$ cat src/hw/rtl/clm_pkg.sv
package clm_pkg;

  // Default width of the message length and body counter
  localparam int unsigned LENGTH_BITS_DEF = 31;

  // Width of the decimal value accumulator (holds up to 2^31)
  localparam int unsigned ACC_W = 32;

  // Result kinds
  localparam logic [1:0] KIND_BODY  = 2'd0;
  localparam logic [1:0] KIND_EMPTY = 2'd1;
  localparam logic [1:0] KIND_DROP  = 2'd2;

  // Input actions
  localparam logic ACT_BYTE  = 1'b0;
  localparam logic ACT_CLEAR = 1'b1;

  // Line phases: 1..14 track the key match position
  localparam logic [4:0] PH_LEAD      = 5'd0;
  localparam logic [4:0] PH_VAL_LEAD  = 5'd15;
  localparam logic [4:0] PH_VAL_SIGN  = 5'd16;
  localparam logic [4:0] PH_VAL_DIG   = 5'd17;
  localparam logic [4:0] PH_VAL_TRAIL = 5'd18;
  localparam logic [4:0] PH_VAL_BAD   = 5'd19;
  localparam logic [4:0] PH_OTHER     = 5'd20;
  localparam logic [4:0] KEY_LEN      = 5'd15;

  // Character codes
  localparam logic [7:0] CH_CR    = 8'h0d;
  localparam logic [7:0] CH_LF    = 8'h0a;
  localparam logic [7:0] CH_PLUS  = 8'h2b;
  localparam logic [7:0] CH_MINUS = 8'h2d;
  localparam logic [7:0] CH_ZERO  = 8'h30;
  localparam logic [7:0] CH_NINE  = 8'h39;

  // Terminator progress codes
  localparam logic [1:0] TP_NONE = 2'd0;
  localparam logic [1:0] TP_CR   = 2'd1;
  localparam logic [1:0] TP_CRLF = 2'd2;
  localparam logic [1:0] TP_CRLFCR = 2'd3;

  // One result word
  typedef struct packed {
    logic [1:0] kind;
    logic [7:0] body_byte;
    logic       last;
  } clm_result_t;

  // Header key text "Content-Length:"
  function automatic logic [7:0] key_char(input logic [3:0] idx);
    logic [7:0] ch;
    case (idx)
      4'd0:    ch = 8'h43; // C
      4'd1:    ch = 8'h6f; // o
      4'd2:    ch = 8'h6e; // n
      4'd3:    ch = 8'h74; // t
      4'd4:    ch = 8'h65; // e
      4'd5:    ch = 8'h6e; // n
      4'd6:    ch = 8'h74; // t
      4'd7:    ch = 8'h2d; // -
      4'd8:    ch = 8'h4c; // L
      4'd9:    ch = 8'h65; // e
      4'd10:   ch = 8'h6e; // n
      4'd11:   ch = 8'h67; // g
      4'd12:   ch = 8'h74; // t
      4'd13:   ch = 8'h68; // h
      4'd14:   ch = 8'h3a; // :
      default: ch = 8'h00;
    endcase
    return ch;
  endfunction

  // HT, LF, VT, FF, CR and space
  function automatic logic is_space(input logic [7:0] c);
    return (c inside {[8'h09:8'h0d], 8'h20});
  endfunction

  function automatic logic is_digit(input logic [7:0] c);
    return (c inside {[CH_ZERO:CH_NINE]});
  endfunction

endpackage

$ cat src/hw/rtl/clm_in_if.sv
interface clm_in_if;
  logic       valid;
  logic       ready;
  logic       action;
  logic [7:0] data_byte;

  modport source (output valid, output action, output data_byte, input ready);
  modport sink   (input valid, input action, input data_byte, output ready);
endinterface

$ cat src/hw/rtl/clm_out_if.sv
interface clm_out_if;
  logic       valid;
  logic       ready;
  logic [1:0] kind;
  logic [7:0] body_byte;
  logic       last;

  modport source (output valid, output kind, output body_byte, output last, input ready);
  modport sink   (input valid, input kind, input body_byte, input last, output ready);
endinterface

$ cat src/hw/rtl/content_length_message_deframer.sv
// Content-Length message deframer.
// in_ch carries one word per byte of the link stream (action 0) or a clear
// command (action 1). The header is scanned up to CR LF CR LF; the last
// "Content-Length:" line sets the body length. out_ch carries body bytes
// (kind 0, last set on the final one), an empty-message word (kind 1) or a
// malformed-header word (kind 2).
// Throughput: one input word per clock while in_ch.ready is high. Each word is
// parsed in the cycle it is accepted; its result is registered in the output or skid register.
// The per-byte path is one key compare plus one multiply-by-ten add and
// range compare on the 32-bit length accumulator.
// A two-entry output (result register plus skid register) lets the block
// take the next word while a result waits; in_ch.ready drops only when both
// are full, and rises again as soon as the receiver takes a word.
// Reset (rst_n low, synchronous) and the clear command both return the
// parser to header scan with no valid length; reset also empties the output.
module content_length_message_deframer #(
  parameter int unsigned LENGTH_BITS = clm_pkg::LENGTH_BITS_DEF
) (
  input  logic clk,
  input  logic rst_n,
  clm_in_if.sink    in_ch,
  clm_out_if.source out_ch
);

  // Parse state
  logic                          in_body_r, in_body_nxt;
  logic [1:0]                    term_r, term_nxt;
  logic [4:0]                    phase_r, phase_nxt;
  logic [clm_pkg::ACC_W-1:0]     acc_r, acc_nxt;
  logic                          neg_r, neg_nxt;
  logic                          known_r, known_nxt;
  logic [LENGTH_BITS-1:0]        msg_len_r, msg_len_nxt;
  logic [LENGTH_BITS-1:0]        remain_r, remain_nxt;

  // Output staging
  logic                  out_valid_r, skid_valid_r;
  clm_pkg::clm_result_t  out_r, skid_r;
  clm_pkg::clm_result_t  res;
  logic                  res_valid;

  logic                        accept;
  logic                        taken;
  logic [7:0]                  c;
  logic                        done;
  logic [clm_pkg::ACC_W+3:0]   acc_x10;
  logic [clm_pkg::ACC_W+3:0]   acc_lim;

  assign accept = in_ch.valid && in_ch.ready;
  assign taken  = out_valid_r && out_ch.ready;
  assign c      = in_ch.data_byte;

  assign in_ch.ready      = !skid_valid_r;
  assign out_ch.valid     = out_valid_r;
  assign out_ch.kind      = out_r.kind;
  assign out_ch.body_byte = out_r.body_byte;
  assign out_ch.last      = out_r.last;

  // Multiply accumulator by ten and add the digit
  assign acc_x10 = {1'b0, acc_r, 3'b000} + {3'b000, acc_r, 1'b0}
                 + {{(clm_pkg::ACC_W-4){1'b0}}, (c - clm_pkg::CH_ZERO)};
  assign acc_lim = neg_r ? (36'd1 << 31) : ((36'd1 << 31) - 36'd1);

  // Parse one word
  always_comb begin
    in_body_nxt = in_body_r;
    term_nxt    = term_r;
    phase_nxt   = phase_r;
    acc_nxt     = acc_r;
    neg_nxt     = neg_r;
    known_nxt   = known_r;
    msg_len_nxt = msg_len_r;
    remain_nxt  = remain_r;
    res_valid   = 1'b0;
    res         = '{kind: clm_pkg::KIND_BODY, body_byte: 8'h00, last: 1'b0};
    done        = 1'b0;
    if (accept) begin
      if (in_ch.action == clm_pkg::ACT_CLEAR) begin
        in_body_nxt = 1'b0;
        term_nxt    = clm_pkg::TP_NONE;
        phase_nxt   = clm_pkg::PH_LEAD;
        acc_nxt     = '0;
        neg_nxt     = 1'b0;
        known_nxt   = 1'b0;
        msg_len_nxt = '0;
        remain_nxt  = '0;
      end else if (in_body_r) begin
        // Pass a body byte through
        res_valid     = 1'b1;
        res.body_byte = c;
        res.last      = (remain_r <= LENGTH_BITS'(1));
        if (remain_r <= LENGTH_BITS'(1)) begin
          remain_nxt  = '0;
          in_body_nxt = 1'b0;
          term_nxt    = clm_pkg::TP_NONE;
          phase_nxt   = clm_pkg::PH_LEAD;
          acc_nxt     = '0;
          neg_nxt     = 1'b0;
          known_nxt   = 1'b0;
        end else begin
          remain_nxt = remain_r - LENGTH_BITS'(1);
        end
      end else begin
        // Track the CR LF CR LF terminator
        if (c == clm_pkg::CH_CR) begin
          term_nxt = (term_r == clm_pkg::TP_CRLF) ? clm_pkg::TP_CRLFCR : clm_pkg::TP_CR;
        end else if (c == clm_pkg::CH_LF) begin
          done     = (term_r == clm_pkg::TP_CRLFCR);
          term_nxt = (term_r == clm_pkg::TP_CR) ? clm_pkg::TP_CRLF : clm_pkg::TP_NONE;
        end else begin
          term_nxt = clm_pkg::TP_NONE;
        end

        // Advance the header line scanner
        if (c == clm_pkg::CH_LF) begin
          if (phase_r == clm_pkg::PH_VAL_DIG || phase_r == clm_pkg::PH_VAL_TRAIL) begin
            if ((neg_r && acc_r != '0) || (acc_r[clm_pkg::ACC_W-1:LENGTH_BITS] != '0)) begin
              known_nxt = 1'b0;
            end else begin
              known_nxt   = 1'b1;
              msg_len_nxt = acc_r[LENGTH_BITS-1:0];
            end
          end else if (phase_r >= clm_pkg::PH_VAL_LEAD && phase_r <= clm_pkg::PH_VAL_BAD) begin
            known_nxt = 1'b0;
          end
          phase_nxt = clm_pkg::PH_LEAD;
          acc_nxt   = '0;
          neg_nxt   = 1'b0;
        end else if (phase_r == clm_pkg::PH_LEAD) begin
          if (!clm_pkg::is_space(c)) begin
            phase_nxt = (c == clm_pkg::key_char(4'd0)) ? 5'd1 : clm_pkg::PH_OTHER;
          end
        end else if (phase_r < clm_pkg::KEY_LEN) begin
          if (c == clm_pkg::key_char(phase_r[3:0])) begin
            phase_nxt = (phase_r + 5'd1 == clm_pkg::KEY_LEN) ? clm_pkg::PH_VAL_LEAD
                                                             : phase_r + 5'd1;
          end else begin
            phase_nxt = clm_pkg::PH_OTHER;
          end
        end else if (phase_r == clm_pkg::PH_VAL_LEAD || phase_r == clm_pkg::PH_VAL_SIGN ||
                     phase_r == clm_pkg::PH_VAL_DIG) begin
          if (clm_pkg::is_digit(c)) begin
            if (acc_x10 > acc_lim) begin
              phase_nxt = clm_pkg::PH_VAL_BAD;
            end else begin
              acc_nxt   = acc_x10[clm_pkg::ACC_W-1:0];
              phase_nxt = clm_pkg::PH_VAL_DIG;
            end
          end else if (phase_r == clm_pkg::PH_VAL_LEAD && clm_pkg::is_space(c)) begin
            phase_nxt = phase_r;
          end else if (phase_r == clm_pkg::PH_VAL_LEAD &&
                       (c == clm_pkg::CH_PLUS || c == clm_pkg::CH_MINUS)) begin
            neg_nxt   = (c == clm_pkg::CH_MINUS);
            phase_nxt = clm_pkg::PH_VAL_SIGN;
          end else if (phase_r == clm_pkg::PH_VAL_DIG && clm_pkg::is_space(c)) begin
            phase_nxt = clm_pkg::PH_VAL_TRAIL;
          end else begin
            phase_nxt = clm_pkg::PH_VAL_BAD;
          end
        end else if (phase_r == clm_pkg::PH_VAL_TRAIL) begin
          if (!clm_pkg::is_space(c)) begin
            phase_nxt = clm_pkg::PH_VAL_BAD;
          end
        end else if (phase_r > clm_pkg::PH_OTHER) begin
          phase_nxt = clm_pkg::PH_OTHER;
        end

        // Close the header
        if (done) begin
          if (!known_nxt) begin
            res_valid = 1'b1;
            res.kind  = clm_pkg::KIND_DROP;
          end else if (msg_len_nxt == '0) begin
            res_valid = 1'b1;
            res.kind  = clm_pkg::KIND_EMPTY;
            res.last  = 1'b1;
          end else begin
            remain_nxt  = msg_len_nxt;
            in_body_nxt = 1'b1;
          end
          term_nxt  = clm_pkg::TP_NONE;
          phase_nxt = clm_pkg::PH_LEAD;
          acc_nxt   = '0;
          neg_nxt   = 1'b0;
          known_nxt = 1'b0;
        end
      end
    end
  end

  // Hold parse state
  always_ff @(posedge clk) begin
    if (!rst_n) begin
      in_body_r <= 1'b0;
      term_r    <= clm_pkg::TP_NONE;
      phase_r   <= clm_pkg::PH_LEAD;
      acc_r     <= '0;
      neg_r     <= 1'b0;
      known_r   <= 1'b0;
      msg_len_r <= '0;
      remain_r  <= '0;
    end else begin
      in_body_r <= in_body_nxt;
      term_r    <= term_nxt;
      phase_r   <= phase_nxt;
      acc_r     <= acc_nxt;
      neg_r     <= neg_nxt;
      known_r   <= known_nxt;
      msg_len_r <= msg_len_nxt;
      remain_r  <= remain_nxt;
    end
  end

  // Output and skid valid flags
  always_ff @(posedge clk) begin
    if (!rst_n) begin
      out_valid_r  <= 1'b0;
      skid_valid_r <= 1'b0;
    end else if (skid_valid_r) begin
      if (taken) begin
        skid_valid_r <= 1'b0;
      end
    end else if (res_valid) begin
      if (!out_valid_r || taken) begin
        out_valid_r <= 1'b1;
      end else begin
        skid_valid_r <= 1'b1;
      end
    end else if (taken) begin
      out_valid_r <= 1'b0;
    end
  end

  // Output and skid payload
  always_ff @(posedge clk) begin
    if (skid_valid_r) begin
      if (taken) begin
        out_r <= skid_r;
      end
    end else if (res_valid) begin
      if (!out_valid_r || taken) begin
        out_r <= res;
      end else begin
        skid_r <= res;
      end
    end
  end

`ifndef ASSERT_OFF
  // The skid entry is only filled behind a waiting result
  a_skid_behind_out: assert property (@(posedge clk) disable iff (!rst_n)
    skid_valid_r |-> out_valid_r)
    else $error("skid holds a word while the output register is empty");

  // A body in progress always has bytes left to send
  a_body_count: assert property (@(posedge clk) disable iff (!rst_n)
    in_body_r |-> (remain_r != '0))
    else $error("body mode with zero bytes remaining");

  // A dropped header never carries last or data
  a_drop_fields: assert property (@(posedge clk) disable iff (!rst_n)
    out_valid_r && out_r.kind == clm_pkg::KIND_DROP |-> !out_r.last && out_r.body_byte == 8'h00)
    else $error("malformed-header word carries last or data");

  // A clear returns the parser to header scan
  a_clear: assert property (@(posedge clk) disable iff (!rst_n)
    accept && in_ch.action == clm_pkg::ACT_CLEAR
    |=> !in_body_r && !known_r && term_r == clm_pkg::TP_NONE && phase_r == clm_pkg::PH_LEAD)
    else $error("clear did not reset the parser");

  // A clear never produces a result
  a_clear_silent: assert property (@(posedge clk) disable iff (!rst_n)
    accept && in_ch.action == clm_pkg::ACT_CLEAR |-> !res_valid)
    else $error("clear produced a result");
`endif

endmodule
$ cat src/flat_wrapper.sv
// flat-port wrapper written by rule: the top's interface ports become plain ports
module content_length_message_deframer_flat 
#(
  parameter int unsigned LENGTH_BITS = clm_pkg::LENGTH_BITS_DEF
)
  (clk, rst_n, in_ch_valid, in_ch_action, in_ch_data_byte, in_ch_ready, out_ch_valid, out_ch_kind, out_ch_body_byte, out_ch_last, out_ch_ready);
  clm_in_if in_ch_i ();
  clm_out_if out_ch_i ();
  input  logic clk;
  input  logic rst_n;
  input wire logic [$bits(in_ch_i.valid)-1:0] in_ch_valid;
  input wire logic [$bits(in_ch_i.action)-1:0] in_ch_action;
  input wire logic [$bits(in_ch_i.data_byte)-1:0] in_ch_data_byte;
  output wire logic [$bits(in_ch_i.ready)-1:0] in_ch_ready;
  output wire logic [$bits(out_ch_i.valid)-1:0] out_ch_valid;
  output wire logic [$bits(out_ch_i.kind)-1:0] out_ch_kind;
  output wire logic [$bits(out_ch_i.body_byte)-1:0] out_ch_body_byte;
  output wire logic [$bits(out_ch_i.last)-1:0] out_ch_last;
  input wire logic [$bits(out_ch_i.ready)-1:0] out_ch_ready;
  assign in_ch_i.valid = in_ch_valid;
  assign in_ch_i.action = in_ch_action;
  assign in_ch_i.data_byte = in_ch_data_byte;
  assign in_ch_ready = in_ch_i.ready;
  assign out_ch_valid = out_ch_i.valid;
  assign out_ch_kind = out_ch_i.kind;
  assign out_ch_body_byte = out_ch_i.body_byte;
  assign out_ch_last = out_ch_i.last;
  assign out_ch_i.ready = out_ch_ready;
  content_length_message_deframer #(.LENGTH_BITS(LENGTH_BITS)) u_core (.clk(clk), .rst_n(rst_n), .in_ch(in_ch_i), .out_ch(out_ch_i));
endmodule
$ cat config.mk
export PLATFORM = sky130hd
export DESIGN_NAME = content_length_message_deframer_flat
export DESIGN_NICKNAME = d
export VERILOG_FILES = /design/src/hw/rtl/clm_pkg.sv /design/src/hw/rtl/clm_in_if.sv /design/src/hw/rtl/clm_out_if.sv /design/src/hw/rtl/content_length_message_deframer.sv /design/src/flat_wrapper.sv
export SDC_FILE = /design/constraint.sdc
export NUM_CORES = 1
export LEC_CHECK = 0
export ABC_AREA = 1
export CAP_MARGIN = 20
export CORE_UTILIZATION = 45
export DETAILED_ROUTE_END_ITERATION = 10
export DONT_BUFFER_PORTS = 1
export GPL_TIMING_DRIVEN = 0
export SLEW_MARGIN = 20
export SYNTH_ARGS = -nofsm -noshare
export SYNTH_HDL_FRONTEND = slang
export SYNTH_SLANG_ARGS = --single-unit
$ cat constraint.sdc
create_clock -name clk -period 13.2 [get_ports clk]
set_clock_uncertainty 0.05 [all_clocks]
set_input_delay 2.64 -clock clk [delete_from_list [all_inputs] [get_ports clk]]
set_output_delay 2.64 -clock clk [all_outputs]
set_load 0.01 [all_outputs]
==> summary.md <==
| Metric | Value |
|---|---|
| CORE AREA | 24250 um2 |
| Post-synthesis sequential area ratio | 26.33% |
| TritonCTS Buffers | 17 |
| Initial Util | 45.77% |
| CP arrival | 7.82 ns |
| Total number of vias | 10770 |
| CP dominant cell by count | nand2_1 |
| Number of hold buffers added after CTS | 0 |
| Wire per inst | 14.64 um |
| Setup TNS | 0 ns |
| Ys Warns | 0 |
| Top-count cell post-synth | nand2_1 |
| Dpl hpwl | 24410 um |
| Post-cts gate resize count | 0 |
| Setup Viol. Count Final | 0 |
| GRT Residual Overflow | 0 |
| First-pass GRT wire length | roughly 50000 um |
| HP Class | reg -> reg |
| Worst slew pin tran | 0.7704 ns |
| Chip height | about 160 um |
| Synth top cells by count | 561 x nand2_1, 229 x inv_1, 186 x nor2_1 |
| Worst-path clk slew | around 0.07 ns |
| Initial antenna violation count | 0 |
| Worst path max stage delay | 0.47 ns |
| Layout cells sized above 1 | under 10% |
| Synthesized net count | 1865 |
| Pleak | 0.006342 uW |
| Iter 0 DRT Violations | about 900 |
| Nets | 1884 |
| DP Worst Slack | between 5 and 6 ns |
| Pwr per Cell Area | 87.14 nW/um2 |
| Cell taking the most area after synthesis | dfxtp_1 |
| Placed cell areas | 11510 um2 |
| PortBufs | 0 |
| Vias in the first global route | ~9800 |
| Drt pass-1 iters | 5 |
| Area contributors post-synth | dfxtp_1 20%, nand2_1 19%, ha_1 12% |
| Setup crit start kind | input port |
| GPL Wtd Cong | around 0.88 |
| Relative slew slack | approximately half |
| Via/cell ratio | 5.145 |
| Mapped Area | 11100 um2 |
| Largest net degree at the start of global routing | 33 |
| Syn-to-layout area delta | 8.680% |
| Worst setup path class | in -> reg |
| Max_cap viols | 0 |
| Crit end category | register |
| Die Area | between 20000 and 30000 um2 |
| Row cnt | 57 |
| DRC violation count after routing | 0 |
| Critical path fanouts, max | 10 |
| Yosys cell types | 46 |
| Commonest register cell after synthesis | dfxtp_1 |
| Crit path required time | 13.51 ns |
| Setup ws final | 5.689 ns |
| Peak VDD IR | 0.07144 mV |
| IO Pins | 26 |
| Unrepaired setup endpoints after global routing | no |
| Max Slew Vio Count | 0 |
| TritonCTS clock tree | done |
| Final hold vios | 0 |
| Cells after synthesis | around 1700 |
| Highest-delay cell along the critical path | fa_1 |
| Root buffer cell | clkbuf_16 |
| Status | finished, final reports clean |
| All-Layer GR Usage | approximately a quarter |
| # diodes | 0 |
| Number of synthesized flops with an enable pin | 22 |
| Clock Path Buffers | 2 |
| Post-route ant nets | 0 |
| Fin area | approximately 12000 um2 |
| Clock Sinks | 135 |
| Yosys top cell area share | 20.38% |
| Drt total wl | between 30000 and 40000 um |
| Number of H-tree levels | 4 |
| Tmin final | 7.511 ns |
| Syn avg cell area | 6.386 um2 |
| FF+latch count, synth | 135 |
| Chip Width | 159.1 um |
| Period utilisation layout | 56.90% |
| Fmax | 133.1 MHz |
| Worst-Skew Late Latency | around 0.43 ns |
| Post-synth ARST share | 0% |
| Setup repair bufs after CTS | 0 |
layout make-up:
cell class                      instances  area [um2]
Clock buffer                           17       425.4
Buffer                                 48       265.3
Sequential cell                       135        2924
Clock inverter                         15       131.4
Tap cell                              324       405.4
Fill cell                            2513       12190
Inverter                              234       878.3
Multi-Input combinational cell       1321        7033
cell families after synthesis:
family | Yosys count | share of synthesized area [%]
buf+inv | 282 | 10.30
flops | 135 | 26.33
xor+xnor | 59 | 4.656
compound gates | 224 | 10.86
fa+ha+maj | 114 | 13.26
simple gates | 924 | 34.60
per-layer routing:
layer | global-route usage, % | share of wire, % | up-vias
met5 | 0 | 0 | -
met4 | 6.512 | 1.7 | 0
met3 | 3.464 | 4.6 | 35
met2 | 40.67 | 46 | 266
met1 | 33.50 | 48 | 4868
li1 | - | - | 5605
report_power, final:
group | switching (uW) | internal (uW) | leakage (uW)
combinational | 104 | 51.5 | 0.00493
clock | 216 | 248 | 0.000268
sequential | 7.91 | 424 | 0.00115
total | 328 | 723 | 0.00634
worst max-delay path: cells and delay by family:
family                     cells  cell delay (ns)
adders and majority gates      4             1.42
xor gates and xnor gates       1             0.28
AOI/OAI and AO/OA              6             1.02
buffers and inverters          5             0.51
and+or+nand+nor               16             1.92
placed cells by master, fill, tap and decap left out, types with 6 or more instances in the layout:
master,instances
xor2_1,45
ha_1,108
buf_2,8
o22ai_1,14
nand2_1,561
nor2_1,186
edfxtp_1,22
nand3b_1,10
a31oi_1,7
xnor2_1,14
dfxtp_1,112
o21ai_1,12
nand4_1,19
a21oi_1,128
fa_1,6
clkbuf_16,17
nand3_1,100
o21ai_0,41
clkbuf_1,25
inv_1,229
nor3_1,18
buf_6,8
o21bai_1,8
metrics by stage:
step / power (uW) / hold slack (ns) / instances / util (%)
2_1_floorplan: 556.9 / 0.3937 / 1738 / -
3_3_place_gp: 593.2 / 0.4009 / 2062 / 47.45
3_5_place_dp: 594.6 / 0.4051 / 2062 / 47.45
4_1_cts: 1057 / 0.4150 / 2094 / 49.75
5_1_grt: 1097 / 0.4326 / 2094 / 49.75
6_report: 1051 / 0.4139 / 2094 / 49.75
path summary, 6_finish.rpt:
check	endpoint	depth (start not counted)	from	slack, ns
setup / recovery	u_core.acc_r[21]	32	in_ch_data_byte[4]	5.69
hold / removal	u_core.msg_len_r[0]	2	u_core.msg_len_r[0]	0.41
setup reg to reg	u_core.acc_r[21]	28	u_core.acc_r[1]	7.74
hold reg to reg	u_core.msg_len_r[0]	2	u_core.msg_len_r[0]	0.41
sequential cells by signal, summed over array words and instances, names as in the netlist, 2 cells and up, named ones only:
signal	cells
u_core.acc_r	32
u_core.msg_len_r	31
u_core.remain_r	31
u_core.skid_r	11
u_core.out_ch.body_byte	8
u_core.phase_r	5
u_core.out_ch.kind	2
u_core.term_r	2
(Power assumes the default switching activity.)
